[config.mk]
export PLATFORM = sky130hd
export DESIGN_NAME = hand_motion_stop_detector_flat
export DESIGN_NICKNAME = d
export VERILOG_FILES = /design/src/design/hmsd_pkg.sv /design/src/design/hmsd_pos_if.sv /design/src/design/hmsd_res_if.sv /design/src/design/hmsd_axis.sv /design/src/design/hmsd_track.sv /design/src/design/hand_motion_stop_detector.sv /design/src/flat_wrapper.sv
export SDC_FILE = /design/constraint.sdc
export NUM_CORES = 2
export LEC_CHECK = 0
export BUFFER_PORTS_ARGS = -buffer_cell sky130_fd_sc_hd__buf_2
export CORE_MARGIN = 5
export CORE_UTILIZATION = 40
export DETAILED_ROUTE_END_ITERATION = 12
export PLACE_DENSITY_LB_ADDON = 0.2
export SYNTH_ARGS = -nofsm -noshare
export SYNTH_HDL_FRONTEND = slang
export SYNTH_HIERARCHICAL = 1
export SYNTH_SLANG_ARGS = --single-unit
[constraint.sdc]
create_clock -name clk -period 12.25 [get_ports clk]
set_clock_uncertainty 0.1 [all_clocks]
set_input_delay 1.225 -clock clk [delete_from_list [all_inputs] [get_ports clk]]
set_output_delay 1.225 -clock clk [all_outputs]
set_load 0.01 [all_outputs]
[src/design/hmsd_pkg.sv]
// hmsd_pkg: shared types, widths and register codes for the hand motion stop detector.
// No dependencies; every other design file uses it.
package hmsd_pkg;

	localparam int COORD_BITS = 16;
	localparam int FRAC_BITS  = 16;
	localparam int CNT_BITS   = 16;
	localparam int CFG_BITS   = 16;
	localparam int IDX_BITS   = 2;

	typedef logic signed [COORD_BITS-1:0] coord_t;
	typedef logic [CNT_BITS-1:0]          count_t;
	typedef logic [FRAC_BITS-1:0]         frac_t;
	typedef logic [CFG_BITS-1:0]          cfg_word_t;
	typedef logic [IDX_BITS-1:0]          cfg_idx_t;

	// register indexes of the configuration port
	localparam cfg_idx_t CFG_WARMUP_FRAMES   = 2'd0;
	localparam cfg_idx_t CFG_MARGIN_FRACTION = 2'd1;
	localparam cfg_idx_t CFG_STILL_LIMIT     = 2'd2;

	localparam count_t RST_WARMUP_FRAMES   = 16'd30;
	localparam frac_t  RST_MARGIN_FRACTION = 16'd3277;
	localparam count_t RST_STILL_LIMIT     = 16'd30;

	typedef struct packed {
		count_t warmup_frames;
		frac_t  margin_fraction;
		count_t still_limit;
	} cfg_t;

	typedef struct packed {
		coord_t x;
		coord_t y;
		coord_t z;
	} pos_t;

	typedef struct packed {
		logic   en;
		pos_t   pos;
	} step_t;

	typedef struct packed {
		logic   stopped;
		count_t still_count;
	} res_t;

endpackage

[src/design/hmsd_pos_if.sv]
// hmsd_pos_if: valid/ready channel carrying one hand position beat.
// Depends on hmsd_pkg for the coordinate type.
interface hmsd_pos_if;
	logic               valid;
	logic               ready;
	hmsd_pkg::coord_t   pos_x;
	hmsd_pkg::coord_t   pos_y;
	hmsd_pkg::coord_t   pos_z;

	modport source (output valid, output pos_x, output pos_y, output pos_z, input ready);
	modport sink   (input valid, input pos_x, input pos_y, input pos_z, output ready);
endinterface

[src/design/hmsd_res_if.sv]
// hmsd_res_if: valid/ready channel carrying one stop detection result beat.
// Depends on hmsd_pkg for the counter type.
interface hmsd_res_if;
	logic               valid;
	logic               ready;
	logic               stopped;
	hmsd_pkg::count_t   still_count;

	modport source (output valid, output stopped, output still_count, input ready);
	modport sink   (input valid, input stopped, input still_count, output ready);
endinterface

[src/design/hmsd_axis.sv]
// hmsd_axis: motion test on one axis, |cur - prev| * 2^16 >= |prev| * fraction, exact.
// Depends on hmsd_pkg.
module hmsd_axis (
	input  hmsd_pkg::coord_t cur,
	input  hmsd_pkg::coord_t prev,
	input  hmsd_pkg::frac_t  frac,
	output logic             moved
);
	import hmsd_pkg::*;

	localparam int CMP_BITS = COORD_BITS + FRAC_BITS + 1;

	logic signed [COORD_BITS:0]   diff;
	logic        [COORD_BITS:0]   diff_mag;
	logic        [COORD_BITS-1:0] prev_mag;
	logic        [CMP_BITS-1:0]   change;
	logic        [COORD_BITS+FRAC_BITS-1:0] margin;

	assign diff     = {cur[COORD_BITS-1], cur} - {prev[COORD_BITS-1], prev};
	assign diff_mag = diff[COORD_BITS] ? (COORD_BITS+1)'(0) - diff : diff;
	// most negative prev wraps to its magnitude as an unsigned pattern
	assign prev_mag = prev[COORD_BITS-1] ? COORD_BITS'(0) - prev : prev;
	assign change   = {diff_mag, {FRAC_BITS{1'b0}}};
	assign margin   = prev_mag * frac;
	assign moved    = change >= {1'b0, margin};
endmodule

[src/design/hmsd_track.sv]
// hmsd_track: previous position, warm-up and stillness counters, per-beat decision.
// Depends on hmsd_pkg and hmsd_axis.
module hmsd_track (
	input  logic           clk,
	input  logic           arst_n,
	input  hmsd_pkg::cfg_t  cfg,
	input  hmsd_pkg::step_t step,
	output hmsd_pkg::res_t  res
);
	import hmsd_pkg::*;

	coord_t prev_x_q, prev_y_q, prev_z_q;
	count_t warm_q, still_q;
	count_t warm_d, still_d;
	logic   mx, my, mz, moved, stop;

	hmsd_axis u_ax_x (.cur(step.pos.x), .prev(prev_x_q), .frac(cfg.margin_fraction), .moved(mx));
	hmsd_axis u_ax_y (.cur(step.pos.y), .prev(prev_y_q), .frac(cfg.margin_fraction), .moved(my));
	hmsd_axis u_ax_z (.cur(step.pos.z), .prev(prev_z_q), .frac(cfg.margin_fraction), .moved(mz));

	assign moved = mx | my | mz;

	always_comb begin
		warm_d  = warm_q;
		still_d = still_q;
		stop    = 1'b0;
		if (warm_q < cfg.warmup_frames) begin
			warm_d = warm_q + 1'b1;
		end else if (moved) begin
			if (still_q != '0) begin
				still_d = still_q - 1'b1;
			end
		end else if (still_q < cfg.still_limit) begin
			still_d = still_q + 1'b1;
		end else begin
			stop = 1'b1;
		end
	end

	assign res.stopped     = stop;
	assign res.still_count = still_d;

	always_ff @(posedge clk or negedge arst_n) begin
		if (!arst_n) begin
			prev_x_q <= '0;
			prev_y_q <= '0;
			prev_z_q <= '0;
			warm_q   <= '0;
			still_q  <= '0;
		end else if (step.en) begin
			prev_x_q <= step.pos.x;
			prev_y_q <= step.pos.y;
			prev_z_q <= step.pos.z;
			warm_q   <= warm_d;
			still_q  <= still_d;
		end
	end
endmodule

[src/design/hand_motion_stop_detector.sv]
// hand_motion_stop_detector: top level; config registers, input and result registers.
// Depends on hmsd_pkg, hmsd_pos_if, hmsd_res_if and hmsd_track.
//
//   channel   dir   beat payload                  width
//   pos_in    in    pos_x, pos_y, pos_z (signed)  3 x 16
//   res_out   out   stopped, still_count          1 + 16
//   cfg_*     in    cfg_index, cfg_data (write)   2 + 16
//
// One position beat is taken per cycle while pos_in.ready is high; its result
// passes through the input register, then the result register, before res_out
// offers it. The per-beat path is three parallel 16x16 margin multiplies,
// a compare and the counter update.
// Reset clears the previous position and both counters and loads the
// register defaults (30, 3277, 30).
// A stalled result holds in the result register; the input register can still
// take one beat while it is empty, then pos_in.ready drops.
module hand_motion_stop_detector (
	input  logic                 clk,
	input  logic                 arst_n,
	hmsd_pos_if.sink             pos_in,
	hmsd_res_if.source           res_out,
	input  logic                 cfg_we,
	input  hmsd_pkg::cfg_idx_t   cfg_index,
	input  hmsd_pkg::cfg_word_t  cfg_data
);
	import hmsd_pkg::*;

	cfg_t  cfg_q;
	pos_t  pos_s1;
	logic  valid_s1;
	res_t  res_s2;
	logic  valid_s2;
	logic  advance;
	step_t step;
	res_t  res;

	// configuration: writes to unused indexes fall through
	always_ff @(posedge clk or negedge arst_n) begin
		if (!arst_n) begin
			cfg_q.warmup_frames   <= RST_WARMUP_FRAMES;
			cfg_q.margin_fraction <= RST_MARGIN_FRACTION;
			cfg_q.still_limit     <= RST_STILL_LIMIT;
		end else if (cfg_we) begin
			case (cfg_index)
				CFG_WARMUP_FRAMES:   cfg_q.warmup_frames   <= cfg_data;
				CFG_MARGIN_FRACTION: cfg_q.margin_fraction <= cfg_data;
				CFG_STILL_LIMIT:     cfg_q.still_limit     <= cfg_data;
				default: ;
			endcase
		end
	end

	// result register free or draining this cycle
	assign advance      = !valid_s2 || res_out.ready;
	assign pos_in.ready = !valid_s1 || advance;

	always_ff @(posedge clk or negedge arst_n) begin
		if (!arst_n) begin
			valid_s1 <= 1'b0;
		end else if (pos_in.ready) begin
			valid_s1 <= pos_in.valid;
		end
	end

	always_ff @(posedge clk) begin
		if (pos_in.ready && pos_in.valid) begin
			pos_s1.x <= pos_in.pos_x;
			pos_s1.y <= pos_in.pos_y;
			pos_s1.z <= pos_in.pos_z;
		end
	end

	// state moves exactly when the staged beat passes into the result register
	assign step.en  = valid_s1 && advance;
	assign step.pos = pos_s1;

	hmsd_track u_track (
		.clk    (clk),
		.arst_n (arst_n),
		.cfg    (cfg_q),
		.step   (step),
		.res    (res)
	);

	always_ff @(posedge clk or negedge arst_n) begin
		if (!arst_n) begin
			valid_s2 <= 1'b0;
		end else if (advance) begin
			valid_s2 <= valid_s1;
		end
	end

	always_ff @(posedge clk) begin
		if (step.en) begin
			res_s2 <= res;
		end
	end

	assign res_out.valid       = valid_s2;
	assign res_out.stopped     = res_s2.stopped;
	assign res_out.still_count = res_s2.still_count;

`ifndef NO_ASSERTIONS
	a_stop_at_limit: assert property (@(posedge clk) disable iff (!arst_n)
		valid_s2 && res_s2.stopped |-> res_s2.still_count >= cfg_q.still_limit)
		else $error("stop reported below the still limit");

	a_ready_when_empty: assert property (@(posedge clk) disable iff (!arst_n)
		!valid_s1 |-> pos_in.ready)
		else $error("input stage empty but not ready");

	a_s1_held: assert property (@(posedge clk) disable iff (!arst_n)
		valid_s1 && !advance |=> valid_s1 && $stable(pos_s1))
		else $error("staged beat lost during stall");

	a_step_fills_s2: assert property (@(posedge clk) disable iff (!arst_n)
		step.en |=> valid_s2)
		else $error("state advanced without a result");
`endif
endmodule

[src/flat_wrapper.sv]
// flat-port wrapper written by rule: the top's interface ports become plain ports
module hand_motion_stop_detector_flat import hmsd_pkg::*;
  (clk, arst_n, cfg_we, cfg_index, cfg_data, pos_in_valid, pos_in_pos_x, pos_in_pos_y, pos_in_pos_z, pos_in_ready, res_out_valid, res_out_stopped, res_out_still_count, res_out_ready);
  hmsd_pos_if pos_in_i ();
  hmsd_res_if res_out_i ();
  input  logic clk;
  input  logic arst_n;
  input  logic cfg_we;
  input  hmsd_pkg::cfg_idx_t cfg_index;
  input  hmsd_pkg::cfg_word_t cfg_data;
  input wire logic [$bits(pos_in_i.valid)-1:0] pos_in_valid;
  input wire logic [$bits(pos_in_i.pos_x)-1:0] pos_in_pos_x;
  input wire logic [$bits(pos_in_i.pos_y)-1:0] pos_in_pos_y;
  input wire logic [$bits(pos_in_i.pos_z)-1:0] pos_in_pos_z;
  output wire logic [$bits(pos_in_i.ready)-1:0] pos_in_ready;
  output wire logic [$bits(res_out_i.valid)-1:0] res_out_valid;
  output wire logic [$bits(res_out_i.stopped)-1:0] res_out_stopped;
  output wire logic [$bits(res_out_i.still_count)-1:0] res_out_still_count;
  input wire logic [$bits(res_out_i.ready)-1:0] res_out_ready;
  assign pos_in_i.valid = pos_in_valid;
  assign pos_in_i.pos_x = pos_in_pos_x;
  assign pos_in_i.pos_y = pos_in_pos_y;
  assign pos_in_i.pos_z = pos_in_pos_z;
  assign pos_in_ready = pos_in_i.ready;
  assign res_out_valid = res_out_i.valid;
  assign res_out_stopped = res_out_i.stopped;
  assign res_out_still_count = res_out_i.still_count;
  assign res_out_i.ready = res_out_ready;
  hand_motion_stop_detector u_core (.clk(clk), .arst_n(arst_n), .pos_in(pos_in_i), .res_out(res_out_i), .cfg_we(cfg_we), .cfg_index(cfg_index), .cfg_data(cfg_data));
endmodule
==> results.json <==
{
  "r2r_cells": 43,
  "cts_buffers": 17,
  "layout-drive-gt1-share_pct": 9.10,
  "yosysUniqueCellTypes": 117,
  "die_height_um": 325,
  "cts_tree": "done",
  "cp-start-kind": "flop",
  "critPathCaptureType": "flop",
  "synth_area_leaders": "fa_1 (30%), ha_1 (14%), inv_1 (7.6%)",
  "reg2reg_to": "u_core/res_out.still_count[7]$_DFFE_PP_",
  "finalSetupViolCount": 0,
  "syn_area_per_cell_um2": 9.18,
  "seq_area_frac_synth_pct": 13.2,
  "final_util_pct": 43.0,
  "final.setup.tns_ns": 0,
  "rrSetupSlack_ns": 0.91,
  "rsz0062_at_grt": "no",
  "clock-sinks": 195,
  "fin_area_mm2": 0.0423,
  "holdPathStages": 1,
  "critical_path.startpoint": "u_core/u_track/prev_y_q[0]$_DFFE_PN0P_",
  "cp_max_fo": 16,
  "cts_hold_buffers": 0,
  "syn_to_final_growth_pct": 6.60,
  "grt_pass1_vias": 31000,
  "worstHoldPathType": "reg -> reg",
  "finalMaxSlewViolations": 0,
  "status": "complete, no violations",
  "drtPass1Iterations": 7,
  "worst_hold_path.endpoint": "u_core/u_track/warm_q[15]$_DFFE_PN0P_",
  "initial_core_util_pct": 40.3,
  "yosysWarningCount": 6,
  "cts_root_buf": "clkbuf_16",
  "core_area_mm2": 0.0984,
  "synth_edf_count": 65,
  "cts_max_level": 4,
  "slew_headroom_pct": 30.8,
  "arrival_ns": 11.46,
  "synth.top_cells.by_count": "inv_1 (803), fa_1 (585), nand2_1 (552), ha_1 (448), and2_1 (337)",
  "detail_route.wl_per_cell_um": 18.2,
  "syn-num-nets": 5427,
  "worst-path-buf-inv": 8,
  "path_delay_family": "adder cells",
  "finalCritPeriodShare_pct": 92.5,
  "ys_ff_latch": 195,
  "grt_pass1_wl_um": 169000,
  "synth_top_cell_by_area": "fa_1",
  "worstPathRequired_ns": 12.38,
  "syn-cell-area_mm2": 0.0397,
  "gp_congestion": 0.859,
  "criticalPathCategory": "reg -> reg",
  "cts_buffer_depth": 2,
  "die_x_um": 325,
  "antenna_found_initial": 3,
  "netlist.area_leader.share_pct": 29.5,
  "max_freq_ghz": 0.0882,
  "grt_max_degree": 71,
  "cp_common_cell": "inv_1",
  "yosys.cell_count.top_type": "inv_1",
  "drt_iter0_drc": 1682,
  "rows": 115,
  "tightest_slew_ns": 1.04,
  "io_buffers": 89,
  "grt_usage_pct": 19.8,
  "dp_hpwl_um": 80300,
  "ant_nets": 0,
  "dpl_cell_area_mm2": 0.0417,
  "synth_ff_type": "dfrtp_1",
  "grt_overflow": 0,
  "layout.nets": 5464,
  "ios": 90,
  "die_area_mm2": 0.106,
  "async_reset_ff_share_pct": 66.7,
  "place_ws_ns": 0.849,
  "layout_min_cycle_time_ns": 11.34,
  "num_vias": 29500,
  "worstHoldStart": "u_core/u_track/warm_q[15]$_DFFE_PN0P_",
  "syn_inst": 4323,
  "fin_ws_ns": 0.915,
  "via_per_inst": 5.21,
  "rr_startpoint": "u_core/u_track/prev_y_q[0]$_DFFE_PN0P_",
  "cp_slowest_cell": "dfrtp_1",
  "cts.clk_slew.worst_paths_ns": 0.09,
  "clock_latency_ns": 0.48,
  "maxCapViolations": 0,
  "hold_viol_final": 0,
  "wl_um": 103000,
  "cpPeakStageDelay_ns": 0.70,
  "drc": 0
}
-- cell type report --
| type | instances | area, um2 |
|---|---|---|
| Multi-Input combinational cell | 3180 | 30800 |
| Antenna cell | 4 | 10.0 |
| Clock inverter | 13 | 163 |
| Timing Repair Buffer | 162 | 1000 |
| Inverter | 804 | 3020 |
| Tap cell | 1287 | 1610 |
| Sequential cell | 195 | 5230 |
| Fill cell | 9846 | 56100 |
| Clock buffer | 19 | 454 |
-- cells by family after synthesis --
family	after synthesis	synth area share (%)
AOI/OAI and AO/OA	523	9.51
xor gates and xnor gates	221	4.90
adders and majority gates	1033	43.6
buffers and inverters	948	9.27
DFF	195	13.2
muxes	104	2.94
and+or+nand+nor	1299	16.6
-- worst max-delay path by stage --
stage                                                          end  cells past startpoint
after CTS                  u_core/res_out.still_count[7]$_DFFE_PP_                     42
after global placement     u_core/res_out.still_count[9]$_DFFE_PP_                     40
after global routing       u_core/res_out.still_count[9]$_DFFE_PP_                     40
final                      u_core/res_out.still_count[7]$_DFFE_PP_                     43
after floorplan           u_core/res_out.still_count[14]$_DFFE_PP_                     43
after detailed placement   u_core/res_out.still_count[7]$_DFFE_PP_                     42
-- registers in the layout, summed over array words and instances (netlist names) --
register                    flops
u_core/cfg_q                   48
u_core/res_out.stopped          1
u_core/valid_s1                 1
u_core/res_out.still_count     16
u_core/u_track/prev_x_q        16
u_core/res_out.valid            1
u_core/u_track/prev_y_q        16
u_core/u_track/prev_z_q        16
u_core/u_track/still_q         16
u_core/u_track/warm_q          16
u_core/pos_s1                  48
-- stage by stage --
step                std cells  hold slack (ns)
floorplan                4323            0.346
global placement         5628            0.363
detailed placement       5628            0.366
CTS                      5660            0.378
global route             5660            0.405
finish                   5664            0.384
-- timing repair --
item | CTS | global route
endpoints found under the setup margin | 0 | 6
setup buffers | 0 | 0
gates resized for setup | 0 | 4
-- per-layer routing --
layer	global-route usage, %	up-vias	wire length (um)
li1	-	14000	-
met5	0	-	0
met3	3.02	102	5490
met2	32.4	645	47400
met4	4.34	0	2030
met1	28.0	14800	48500
-- placed cells by master, fill, tap and decap left out, drive strengths merged, types with 10 or more instances in the layout --
master | netlist | layout
a2111oi | 16 | 16
a211oi | 24 | 24
a21o | 61 | 61
a21oi | 118 | 118
a31oi | 22 | 22
and2 | 339 | 339
and3 | 27 | 27
and4 | 11 | 11
buf | 32 | 162
clkbuf | 112 | 19
dfrtp | 115 | 115
dfstp | 15 | 15
edfxtp | 65 | 65
fa | 585 | 585
ha | 448 | 448
inv | 803 | 807
mux2 | 100 | 100
nand2 | 552 | 552
nand2b | 21 | 21
nand3 | 54 | 54
nand3b | 11 | 11
nand4 | 32 | 32
nor2 | 109 | 109
nor2b | 22 | 22
nor3 | 49 | 49
nor3b | 11 | 11
nor4 | 20 | 20
o21a | 23 | 23
o21ai | 98 | 98
o21bai | 18 | 18
o31ai | 28 | 28
o41ai | 11 | 11
or2 | 10 | 10
or3 | 13 | 13
xnor2 | 140 | 140
xor2 | 81 | 81
Power is not shown: default switching activity piles up to over one toggle a cycle in this logic, so the estimate is an artifact.
